<file path="src/rtl/tecq_pkg.sv">
// types and constants shared by the touch event classifier queue
`default_nettype none

package tecq_pkg;

  // configuration register indexes
  localparam logic [1:0] CFG_CODE_POS_X = 2'd0;
  localparam logic [1:0] CFG_CODE_POS_Y = 2'd1;
  localparam logic [1:0] CFG_CODE_TOUCH = 2'd2;

  localparam logic [15:0] CODE_POS_X_RST = 16'd0;
  localparam logic [15:0] CODE_POS_Y_RST = 16'd1;
  localparam logic [15:0] CODE_TOUCH_RST = 16'd330;

  localparam logic [15:0] COORD_MAX = 16'hFFFF;

  typedef enum logic [1:0] {
    KIND_PRESS   = 2'd0,
    KIND_MOVE    = 2'd1,
    KIND_RELEASE = 2'd2
  } kind_e;

  typedef enum logic [1:0] {
    ST_IDLE,
    ST_EXEC,
    ST_READ,
    ST_HOLD
  } state_e;

  typedef struct packed {
    logic               cmd;
    logic [15:0]        code;
    logic signed [31:0] value;
    logic               sync;
  } in_item_t;

  typedef struct packed {
    logic        queued;
    logic        dropped;
    logic        out_valid;
    logic [1:0]  out_kind;
    logic [15:0] out_x;
    logic [15:0] out_y;
  } out_item_t;

  typedef struct packed {
    kind_e       kind;
    logic [15:0] y;
    logic [15:0] x;
  } entry_t;

  // controller to datapath
  typedef struct packed {
    logic load;
    logic exec;
    logic capture;
  } ctrl_cmd_t;

  // datapath to controller
  typedef struct packed {
    logic is_pop;
  } dp_status_t;

endpackage

`default_nettype wire

</file>
<file path="src/rtl/tecq_ctrl.sv">
// controller state machine sequencing one item at a time
`default_nettype none

module tecq_ctrl (
  input  wire                    clk_i,
  input  wire                    rst_ni,
  input  wire                    in_valid_i,
  output logic                   in_ready_o,
  output logic                   out_valid_o,
  input  wire                    out_ready_i,
  input  tecq_pkg::dp_status_t   status_i,
  output tecq_pkg::ctrl_cmd_t    cmd_o
);

  tecq_pkg::state_e state_q, state_d;

  always_ff @(posedge clk_i or negedge rst_ni) begin
    if (!rst_ni) begin
      state_q <= tecq_pkg::ST_IDLE;
    end else begin
      state_q <= state_d;
    end
  end

  always_comb begin
    state_d     = state_q;
    in_ready_o  = 1'b0;
    out_valid_o = 1'b0;
    cmd_o       = '0;
    unique case (state_q)
      tecq_pkg::ST_IDLE: begin
        in_ready_o = 1'b1;
        if (in_valid_i) begin
          cmd_o.load = 1'b1;
          state_d    = tecq_pkg::ST_EXEC;
        end
      end
      tecq_pkg::ST_EXEC: begin
        cmd_o.exec = 1'b1;
        // a pop goes on to ST_READ to capture the registered memory read
        state_d    = status_i.is_pop ? tecq_pkg::ST_READ : tecq_pkg::ST_HOLD;
      end
      tecq_pkg::ST_READ: begin
        cmd_o.capture = 1'b1;
        state_d       = tecq_pkg::ST_HOLD;
      end
      tecq_pkg::ST_HOLD: begin
        out_valid_o = 1'b1;
        if (out_ready_i) begin
          state_d = tecq_pkg::ST_IDLE;
        end
      end
      default: begin
        state_d = tecq_pkg::ST_IDLE;
      end
    endcase
  end

endmodule

`default_nettype wire

</file>
<file path="src/rtl/tecq_dp.sv">
// datapath: config registers, position and press state, ring queue memory
`default_nettype none

module tecq_dp #(
  parameter int unsigned QUEUE_DEPTH = 16
) (
  input  wire                    clk_i,
  input  wire                    rst_ni,
  input  tecq_pkg::ctrl_cmd_t    cmd_i,
  output tecq_pkg::dp_status_t   status_o,
  input  tecq_pkg::in_item_t     in_data_i,
  input  wire                    cfg_we_i,
  input  wire  [1:0]             cfg_idx_i,
  input  wire  [15:0]            cfg_data_i,
  output tecq_pkg::out_item_t    out_data_o
);

  localparam int unsigned IdxW = (QUEUE_DEPTH > 1) ? $clog2(QUEUE_DEPTH) : 1;
  localparam logic [IdxW-1:0] LastIdx = IdxW'(QUEUE_DEPTH - 1);

  function automatic logic [IdxW-1:0] next_slot(input logic [IdxW-1:0] idx);
    next_slot = (idx == LastIdx) ? '0 : idx + 1'b1;
  endfunction

  logic [15:0] code_x_q, code_y_q, code_t_q;
  logic [15:0] pos_x_q, pos_y_q;
  logic        pressed_q;
  logic [IdxW-1:0] wr_q, rd_q;
  logic        hit_q;
  tecq_pkg::in_item_t  item_q;
  tecq_pkg::entry_t    rdata_q;
  tecq_pkg::out_item_t res_q, res_d;
  tecq_pkg::entry_t    mem [QUEUE_DEPTH];

  // config registers
  always_ff @(posedge clk_i or negedge rst_ni) begin
    if (!rst_ni) begin
      code_x_q <= tecq_pkg::CODE_POS_X_RST;
      code_y_q <= tecq_pkg::CODE_POS_Y_RST;
      code_t_q <= tecq_pkg::CODE_TOUCH_RST;
    end else if (cfg_we_i) begin
      unique case (cfg_idx_i)
        tecq_pkg::CFG_CODE_POS_X: code_x_q <= cfg_data_i;
        tecq_pkg::CFG_CODE_POS_Y: code_y_q <= cfg_data_i;
        tecq_pkg::CFG_CODE_TOUCH: code_t_q <= cfg_data_i;
        default: ;
      endcase
    end
  end

  // event classification
  logic        match_x, match_y, match_t, touch, down, change, push, full, empty;
  logic [15:0] sat, pos_x_new, pos_y_new;
  logic [IdxW-1:0] wr_next;
  tecq_pkg::kind_e kind;
  tecq_pkg::entry_t wentry;

  always_comb begin
    match_x = (item_q.code == code_x_q);
    match_y = (item_q.code == code_y_q);
    match_t = (item_q.code == code_t_q);
    if (item_q.value[31]) begin
      sat = '0;
    end else if (|item_q.value[30:16]) begin
      sat = tecq_pkg::COORD_MAX;
    end else begin
      sat = item_q.value[15:0];
    end
    pos_x_new = match_x ? sat : pos_x_q;
    pos_y_new = (!match_x && match_y) ? sat : pos_y_q;
    down    = |item_q.value;
    touch   = item_q.sync && match_t;
    change  = (down != pressed_q);
    push    = touch && (change || pressed_q);
    kind    = change ? (down ? tecq_pkg::KIND_PRESS : tecq_pkg::KIND_RELEASE)
                     : tecq_pkg::KIND_MOVE;
    wr_next = next_slot(wr_q);
    full    = (wr_next == rd_q);
    empty   = (wr_q == rd_q);
    wentry  = '{kind: kind, y: pos_y_new, x: pos_x_new};
  end

  // result word for an event or for a captured pop
  always_comb begin
    res_d = '0;
    if (!item_q.cmd) begin
      res_d.queued  = push;
      res_d.dropped = push && full;
    end else if (hit_q) begin
      res_d.out_valid = 1'b1;
      res_d.out_kind  = 2'(rdata_q.kind);
      res_d.out_x     = rdata_q.x;
      res_d.out_y     = rdata_q.y;
    end
  end

  always_ff @(posedge clk_i or negedge rst_ni) begin
    if (!rst_ni) begin
      pos_x_q   <= '0;
      pos_y_q   <= '0;
      pressed_q <= 1'b0;
      wr_q      <= '0;
      rd_q      <= '0;
      hit_q     <= 1'b0;
    end else if (cmd_i.exec) begin
      if (item_q.cmd) begin
        hit_q <= !empty;
        if (!empty) begin
          rd_q <= next_slot(rd_q);
        end
      end else begin
        pos_x_q <= pos_x_new;
        pos_y_q <= pos_y_new;
        if (touch) begin
          pressed_q <= down;
        end
        if (push) begin
          wr_q <= wr_next;
          // overwrite the oldest entry when full
          if (full) begin
            rd_q <= next_slot(rd_q);
          end
        end
      end
    end
  end

  // payload registers and memory
  always_ff @(posedge clk_i) begin
    if (cmd_i.load) begin
      item_q <= in_data_i;
    end
    if (cmd_i.exec) begin
      rdata_q <= mem[rd_q];
      if (!item_q.cmd && push) begin
        mem[wr_q] <= wentry;
      end
    end
    if ((cmd_i.exec && !item_q.cmd) || cmd_i.capture) begin
      res_q <= res_d;
    end
  end

  assign status_o.is_pop = item_q.cmd;
  assign out_data_o      = res_q;

endmodule

`default_nettype wire

</file>
<file path="src/rtl/touch_event_classifier_queue.sv">
// top level of the touch event classifier queue
//
// channel  direction  handshake              payload
// in       input      in_valid_i/in_ready_o   tecq_pkg::in_item_t
// out      output     out_valid_o/out_ready_i tecq_pkg::out_item_t
// cfg      input      cfg_we_i (no wait)      cfg_idx_i, cfg_data_i
//
// one item at a time: an event result is registered in ST_EXEC, a pop result in ST_READ
// after the registered queue memory read; the result is then presented in ST_HOLD
// a new item is taken only in ST_IDLE, after the last result has been transferred
// reset clears positions, press flag, ring indexes and sets default codes; memory not cleared
// a stalled output holds the result and keeps in_ready_o low until transferred
`default_nettype none

module touch_event_classifier_queue #(
  parameter int unsigned QUEUE_DEPTH = 16
) (
  input  wire                  clk_i,
  input  wire                  rst_ni,
  input  wire                  in_valid_i,
  output logic                 in_ready_o,
  input  tecq_pkg::in_item_t   in_data_i,
  output logic                 out_valid_o,
  input  wire                  out_ready_i,
  output tecq_pkg::out_item_t  out_data_o,
  input  wire                  cfg_we_i,
  input  wire  [1:0]           cfg_idx_i,
  input  wire  [15:0]          cfg_data_i
);

  tecq_pkg::ctrl_cmd_t  cmd;
  tecq_pkg::dp_status_t status;

  tecq_ctrl u_ctrl (
    .clk_i       (clk_i),
    .rst_ni      (rst_ni),
    .in_valid_i  (in_valid_i),
    .in_ready_o  (in_ready_o),
    .out_valid_o (out_valid_o),
    .out_ready_i (out_ready_i),
    .status_i    (status),
    .cmd_o       (cmd)
  );

  tecq_dp #(
    .QUEUE_DEPTH (QUEUE_DEPTH)
  ) u_dp (
    .clk_i      (clk_i),
    .rst_ni     (rst_ni),
    .cmd_i      (cmd),
    .status_o   (status),
    .in_data_i  (in_data_i),
    .cfg_we_i   (cfg_we_i),
    .cfg_idx_i  (cfg_idx_i),
    .cfg_data_i (cfg_data_i),
    .out_data_o (out_data_o)
  );

endmodule

`default_nettype wire

</file>
<file path="config.mk">
export PLATFORM = sky130hd
export DESIGN_NAME = touch_event_classifier_queue
export DESIGN_NICKNAME = d
export VERILOG_FILES = /design/src/rtl/tecq_pkg.sv /design/src/rtl/tecq_ctrl.sv /design/src/rtl/tecq_dp.sv /design/src/rtl/touch_event_classifier_queue.sv
export SDC_FILE = /design/constraint.sdc
export NUM_CORES = 1
export LEC_CHECK = 0
export BUFFER_PORTS_ARGS = -buffer_cell sky130_fd_sc_hd__clkbuf_2
export CORE_ASPECT_RATIO = 1.75
export CORE_MARGIN = 8
export CORE_UTILIZATION = 66
export DETAILED_ROUTE_END_ITERATION = 6
export PLACE_DENSITY = 0.9
export SLEW_MARGIN = 20
export SYNTH_ARGS = -nofsm -noshare
export SYNTH_HDL_FRONTEND = slang
export SYNTH_HIERARCHICAL = 1
export SYNTH_SLANG_ARGS = --single-unit
</file>
<file path="constraint.sdc">
create_clock -name clk_i -period 9.05 [get_ports clk_i]
set_input_delay 2.2625 -clock clk_i [delete_from_list [all_inputs] [get_ports clk_i]]
set_output_delay 2.2625 -clock clk_i [all_outputs]
set_load 0.03 [all_outputs]
</file>
Yosys cells after proc, flatten, opt, wreduce, memory -nomap -nowiden:

Memories as Yosys holds them, arrays and structs flattened. A register that Yosys moved wholly into a read port is not among the register bits.
Cells that the tools add are included.

* bits in registers: 179
* latch bits: 0
* bits in writable memories: 544
* memory bits (read-only): 0
* input bits: 73
* output and inout port bits: 39
* logic and storage cells: 93
* memories kept: 1

Memories
* u_dp.mem: depth 16, width 34, read ports 1, clocked after memory_dff 1, wr ports 1, RTL line tecq_dp.sv:33 `tecq_pkg::entry_t mem [QUEUE_DEPTH];`

* add/subtract/negate cells: 2
* multipliers: 0
* div/mod/pow operators: 0
* order comparisons: 0
* equal/unequal tests: 16
* shift operators: 0
* muxes and demuxes: 26
* bitwise logic cells: 1
* reduce and logical (&&, ||, !) cells: 27

Operators by type and width (count)
* $mux 16: 4
* $eq 16x16->1: 3
* $mux 35: 1
* $reduce_or 32->1: 1
* $mux 4: 6
* $reduce_or 15->1: 1
* $reduce_and 2->1: 7
* $mux 1: 10
* $add 4x1->4 const B: 2
* $eq 4x4->1: 2
* $eq 4x4->1 const B: 2
* $mux 2: 4
* $pmux 2 s4: 1
* $eq 2x2->1 const B: 3
* $logic_and 1x1->1: 6
* $ne 2x2->1 const B: 3
* $reduce_and 3->1: 2
* $eq 2x1->1 const B: 2
* $logic_not 2->1: 2
* $reduce_and 4->1: 1
* $reduce_bool 2->1: 2
* $logic_not 1->1: 3
* $logic_or 1x1->1: 2
* $ne 1x1->1: 1
* $not 1->1: 1

Longest topological paths before layout:

Gate-level depths: netlist of run 1.

* depth after elaboration: 8
* depth in mapped cells: 10
* depth with buffers taken out: 9

Cells and area by module:

The synthesis of run 1 kept the hierarchy.

Modules (own cells, without submodules)
* tecq_dp: instances 1, cells each 1333, area each 29165.5 um^2, sequential area each 22227.6 um^2
* tecq_ctrl: instances 1, cells each 17, area each 178.9 um^2, sequential area each 50.0 um^2

Worst setup path after synthesis of run 1:

Ideal clock, no wire load.

* path kind: register -> register
* start: register u_ctrl.state_q[1]
* end: memory u_dp/mem[3][0] in the netlist's numbering (enable)
* setup time: 0.468 ns
* arrival: 4.496 ns
* setup slack: 4.086 ns
* cell stages (with the launch flop): 7
* buffers on the path: 0
* period minus slack after synthesis: 4.964 ns
* path through: dfrtp_1 > inv_1 > ha_1 > nand2b_1 > nor4_2 > nand2_1 > nor3_1

RTL lines
* from (decl): RTL line tecq_ctrl.sv:15 `tecq_pkg::state_e state_q, state_d;`
* from (signal assigned): RTL line tecq_ctrl.sv:19 `state_q <= tecq_pkg::ST_IDLE;`
* from (signal assigned): RTL line tecq_ctrl.sv:21 `state_q <= state_d;`
* to (decl): RTL line tecq_dp.sv:33

Final worst setup path of run 1:

* start: register u_ctrl.state_q[1]
* end: output in_ready_o

* cells in the longest elaborated chain, start to end: 2

RTL lines
* $logic_not 2->1: RTL line tecq_ctrl.sv:30 `unique case (state_q)`
* $mux 1: RTL line tecq_ctrl.sv:30
* to (decl): RTL line touch_event_classifier_queue.sv:21 `output logic in_ready_o,`

Every way passes these cells.

==> results of run 1 <==
-- per-stage QoR --
step / hold slack [ps] / area, sq um / power [W]
finish: 505 / 32500 / 0.00730
global route: 528 / 32500 / 0.00749
CTS: 509 / 32400 / 0.00732
detailed placement: 486 / 30500 / 0.00480
global placement: 464 / 30500 / 0.00476
floorplan: 454 / 29300 / 0.00455
-- path summary, 6_finish.rpt --
check | start | endpoint | slack [ps]
worst max-delay path | u_ctrl/state_q[1] | in_ready_o | 5090
worst min-delay path | u_dp/pos_x_q[7] | u_dp/pos_x_q[7] | 510
worst max register to register | u_dp/item_q[33] | u_dp/mem[5][3] | 5460
worst min register to register | u_dp/pos_x_q[7] | u_dp/pos_x_q[7] | 510
max in group asynchronous | rst_ni | u_dp/pos_y_q[5] | 6580
min in group asynchronous | rst_ni | u_dp/code_y_q[5] | 1460
-- layer usage --
layer / GRT usage [%] / share of wire, % / vias to the layer above
met3: 4.40 / 9.5 / 190
met4: 10.8 / 4.5 / 0
li1: - / - / 5761
met5: 0 / 0 / -
met1: 33.2 / 34 / 7458
met2: 46.9 / 52 / 986
-- report_power, final --
| group | switching [W] | total, W | internal, W |
|---|---|---|---|
| sequential | 0.000103 | 0.00411 | 0.00401 |
| clock | 0.00119 | 0.00257 | 0.00138 |
| combinational | 0.000446 | 0.000621 | 0.000174 |
-- cell type report --
class	instances	area, sq um	share of cell area, %
Sequential cell	757	22300	68.6
Multi-Input combinational cell	522	6830	21.0
Clock buffer	75	1580	4.86
Timing Repair Buffer	128	722	2.22
Tap cell	572	716	2.20
Clock inverter	35	314	0.967
Inverter	8	30.0	0.0925
-- cells in the final DEF, fill, tap and decap left out, types with 8 or more instances in the layout --
cell type	instances
mux4_2	170
ha_1	10
clkbuf_16	61
inv_1	8
clkbuf_1	14
xor2_1	33
nor4_1	16
nand4_1	9
clkinv_1	13
nor2_1	37
and3_2	8
buf_4	15
and3_1	34
dfrtp_1	83
mux2_2	113
xnor2_1	24
clkbuf_2	110
edfxtp_1	665
-- registers in the layout, indices dropped and copies added, names as in the netlist, 34 cells and up --
| name | cells |
|---|---|
| u_dp/item_q | 49 |
| u_dp/mem | 544 |
| u_dp/out_data_o | 37 |
| u_dp/rdata_q | 34 |
-- kinds of logic after synthesis --
| family | after synthesis | share of synthesized area [%] |
|---|---|---|
| flip-flops | 757 | 75.9 |
| adder cells (fa/ha/maj) | 11 | 0.469 |
| multiplexers | 286 | 17.5 |
| AO/OA/AOI/OAI | 19 | 0.439 |
| buffers and inverters | 71 | 1.04 |
| AND/OR/NAND/NOR | 149 | 2.93 |
| XOR/XNOR | 57 | 1.70 |
-- critical path: stages, from the launching register on --
cell      delay (ps)
dfrtp_1          440
inv_1            120
ha_1             280
clkbuf_2         250
==> metrics.cfg, run 1 <==
[placed_design]
dp.cells = 1986
pre_cts_ws_ps = 5270
io_buffer_count = 111
dpl.hpwl_um = 37800
place_congestion = 0.891

[timing]
fin_skew_ps = 23.4
timing.final.ws_setup_ps = 5090
post-route-period-util_pct = 43.7
setup-violations-final = 0
finalMaxSlewViolations = 0
fin_tns_setup_ps = 0
min_period_ps = 3960
rsz0062_at_grt = false
final_hold_viol_count = 0
maxSlewHeadroom_pct = 23.2
tightest_slew_ps = 1150
fmaxAchievable_mhz = 253

[clocking]
clock-sinks = 757
root_buffer = clkbuf_16
postCtsSetupBuffers = 0
cts_tree = done
cts-hold-fix-buffers = 0
cts-htree-levels = 2
clk_latency_ps = 610
cts_buffer_depth = 3
path_clk_slew_ps = 70
cts_buffers = 60
cts_resized = 0

[layout]
n_antenna_cell = 0
final_cells = 2097
drive_gt1_share_pct = 34.7
fin_nets = 1561
area_growth_pct = 10.7
fin_util_pct = 73.8
fillers = 2285

[grt]
grt_max_degree = 87
track_usage_pct = 26.8
grt_pass1_wl_um = 101000
grt_pass1_vias = 15265
overflow = 0
antenna_found_initial = 1

[die]
io_pins = 112
die_x_um = 175
coreArea_sq_um = 44000
die_y_um = 295
dieArea_sq_um = 51700
core.rowCount = 102
start_util_pct = 66.6

[route]
first_pass_iters = 6
ant_nets = 0
wirelength_um = 68200
drtIter0Drc = 1924
viasPerCell = 6.86
via_count = 14395
avgRoutedWirePerCell_um = 32.5
route.detailed.drc = 0

[synth]
synth_edf_count = 665
synthFlopType = edfxtp_1
ys_seq_area_share_pct = 75.9
netlist_area_sq_um = 29300
yosysMostFrequentCell = edfxtp_1
synth_area_leaders = edfxtp_1 68%, mux4_2 13%, dfrtp_1 7.4%
yosys-top-cells-count = 665 x edfxtp_1, 170 x mux4_2, 113 x mux2_2
yosysWarnings = 6
synth_top_area_cell = edfxtp_1
ys_async_sr_fraction_pct = 12.2
ys_ff_latch = 757
syn_inst = 1350
syn_avg_cell_area_sq_um = 21.7
synth_top_area_share_pct = 68.1
syn-num-nets = 1434
synth_cell_type_count = 47

[flow_run]
cap_violations = 0

[worst_setup_path]
critPathMaxFanout = 5
start_kind = flip-flop
reg2regPathDepth = 6
critical_path_required_ps = 6790
worst-setup-path-type = flip-flop to output port
critical_path_arrival_ps = 1700
endpoint_kind = output port

[pwr]
irDropWorstVdd_mv = 0.230
leakage_nw = 9.50
power_density_nw_per_um2 = 225

[worst_hold_path]
hp-class = flip-flop to flip-flop
holdPathStages = 1

[run_status]
status = finished clean

(Power assumes the default switching activity.)
==> run 2: changes to the inputs <==
- CORE_UTILIZATION: 66 -> 55
- PLACE_DENSITY: 0.9 -> 0.81
- clock period: 9.05 -> 3.6 ns (I/O delays scaled with it)
==> run 2 against run 1 <==
First-iteration DRC count shrank 34%; utilization is 11 points lower; wire length about the same; hold slack got worse by 160 ps; final area rose by 2.8%; critical path depth grew 5; setup slack got worse by 4500 ps; sequential share of layout area decreased by 1.9 points; critical path type is now flip-flop to flip-flop; highest routed layer unchanged.
==> metrics.cfg, run 2 (synthesis results as in run 1) <==
[die]
io_pins = 112  ; unchanged
coreArea_sq_um = 53000  ; +20%
die_y_um = 322  ; +9.0%
die_x_um = 191  ; +8.7%
core.rowCount = 112  ; +9.8%
dieArea_sq_um = 61300  ; +18%
start_util_pct = 55.4  ; -11 points

[grt]
overflow = 0  ; unchanged
grt_pass1_wl_um = 101000  ; +0.16%
track_usage_pct = 22.7  ; -4.1 points
antenna_found_initial = 2  ; +1
grt_max_degree = 56  ; -36%
grt_pass1_vias = 15580  ; +2.1%

[worst_setup_path]
worst-setup-path-type = flip-flop to flip-flop
critical_path_required_ps = 3880  ; -2910 ps
cp_slowest_cell = nor4_1
start_kind = flip-flop
crit_chain = xor2_1 -> nor4_1 -> nand4_1 -> nor4_2 -> buf_4 -> nand2_1 -> nor3_4 -> buf_12
endpoint_kind = flip-flop
critPathMaxFanout = 34  ; +29
critical_path_arrival_ps = 3300  ; +1600 ps
cp_slowest_stage_delay_ps = 600  ; +160 ps

[clocking]
postCtsSetupBuffers = 0  ; unchanged
cts_buffer_depth = 3  ; unchanged
clk_latency_ps = 620  ; about the same
cts_tree = done
cts-htree-levels = 3  ; +1
clock-sinks = 757  ; unchanged
cts_buffers = 66  ; +10%
path_clk_slew_ps = 70  ; about the same
cts-hold-fix-buffers = 0  ; unchanged
root_buffer = clkbuf_16
cts_resized = 0  ; unchanged

[layout]
fillers = 3416  ; +49%
fin_nets = 1602  ; +2.6%
largest_reg_flops = 544  ; unchanged
layout_common_cells = 665 x edfxtp_1, 170 x mux4_2, 113 x mux2_2
n_antenna_cell = 0  ; unchanged
design_area_sq_um = 33400  ; +2.8%
drive_gt1_share_pct = 36.8  ; +2.1 points
regMostFlops = u_dp/mem
area_growth_pct = 13.8
final_common_cell = edfxtp_1

[timing]
finalMaxSlewViolations = 0  ; unchanged
timing.final.ws_setup_ps = 582  ; -4510 ps
post-route-period-util_pct = 83.8
fin_skew_ps = 31.3  ; +7.93 ps
maxSlewHeadroom_pct = 36.2  ; +13 points
rsz0062_at_grt = false
fmaxAchievable_mhz = 331
final_hold_viol_count = 0  ; unchanged
fin_tns_setup_ps = 0  ; unchanged
tightest_slew_ps = 953  ; -198 ps
setup-violations-final = 0  ; unchanged
min_period_ps = 3020

[worst_hold_path]
hp-class = input port to async pin

[pwr]
power_density_nw_per_um2 = 569  ; +150%
leakage_nw = 9.90  ; +4.2%
irDropWorstVdd_mv = 0.524  ; +130%

[route]
via_count = 14210  ; -1.3%
ant_nets = 0  ; unchanged
drtIter0Drc = 1275  ; -34%
wirelength_um = 68100  ; about the same
route.detailed.drc = 0  ; unchanged
avgRoutedWirePerCell_um = 30.2  ; -7.0%
first_pass_iters = 5  ; -1
viasPerCell = 6.30  ; -8.2%

[placed_design]
pre_cts_ws_ps = 712  ; -4560 ps
dpl_cell_area_sq_um = 31200  ; +2.3%
io_buffer_count = 111  ; unchanged
place_congestion = 0.824  ; -7.5%
dpl.hpwl_um = 42000  ; +11%

[run_status]
status = finished clean

[flow_run]
cap_violations = 0  ; unchanged

[run 2: path summary, 6_finish.rpt]
path                            slack (ps)  depth (start not counted)       startpoint                to
worst min-delay path                   350                          1           rst_ni  u_dp/code_y_q[7]
worst max-delay path                   580                          8  u_dp/item_q[48]   u_dp/mem[3][17]
worst max register to register         580                          8  u_dp/item_q[48]   u_dp/mem[3][17]
worst min register to register         490                          1  u_dp/pos_x_q[6]   u_dp/pos_x_q[6]
max in group asynchronous             2510                          2           rst_ni  u_dp/code_t_q[3]
min in group clk_i                     460                          1    in_data_i[24]   u_dp/item_q[24]
[run 2: routing by layer]
metal	up-vias	part of all wire, %	routed length, um	GRT usage (%)
met1	7428	34	23100	25.4
met5	-	0	0	0
met2	745	54	36800	40.9
met3	177	7.2	4910	4.45
met4	0	5.0	3410	11.1
li1	5860	-	-	-
[run 2: power breakdown]
group          total [W]  switching (W)  leakage (nW)  internal, W
sequential        0.0103       0.000232          6.16       0.0101
combinational    0.00159        0.00113          2.69     0.000461
clock            0.00710        0.00316          1.05      0.00394
total             0.0190        0.00453          9.90       0.0145
[run 2: critical path: cells and delay by family, from the launching register on]
kind,cells,cell delay (ps)
simple gates,5,1500
flops,1,450
buf+inv,2,510
xor+xnor,1,190
[run 2: through the flow]
| step | cells | hold WS, ps | total power (W) | utilization (%) |
|---|---|---|---|---|
| floorplan | 1350 | 454 | 0.0114 | - |
| global placement | 2134 | 464 | 0.0120 | 59.0 |
| detailed placement | 2134 | 477 | 0.0121 | 59.0 |
| CTS | 2254 | 335 | 0.0191 | 63.0 |
| global route | 2254 | 386 | 0.0196 | 63.0 |
| finish | 2254 | 350 | 0.0190 | 63.0 |
[run 2: layout make-up]
cell class	instances	area [sq um]	area share (%)
Multi-Input combinational cell	522	6800	20.4
Sequential cell	757	22300	66.7
Timing Repair Buffer	163	1260	3.78
Clock inverter	35	358	1.07
Clock buffer	85	1800	5.38
Tap cell	684	856	2.56
Inverter	8	30.0	0.0899
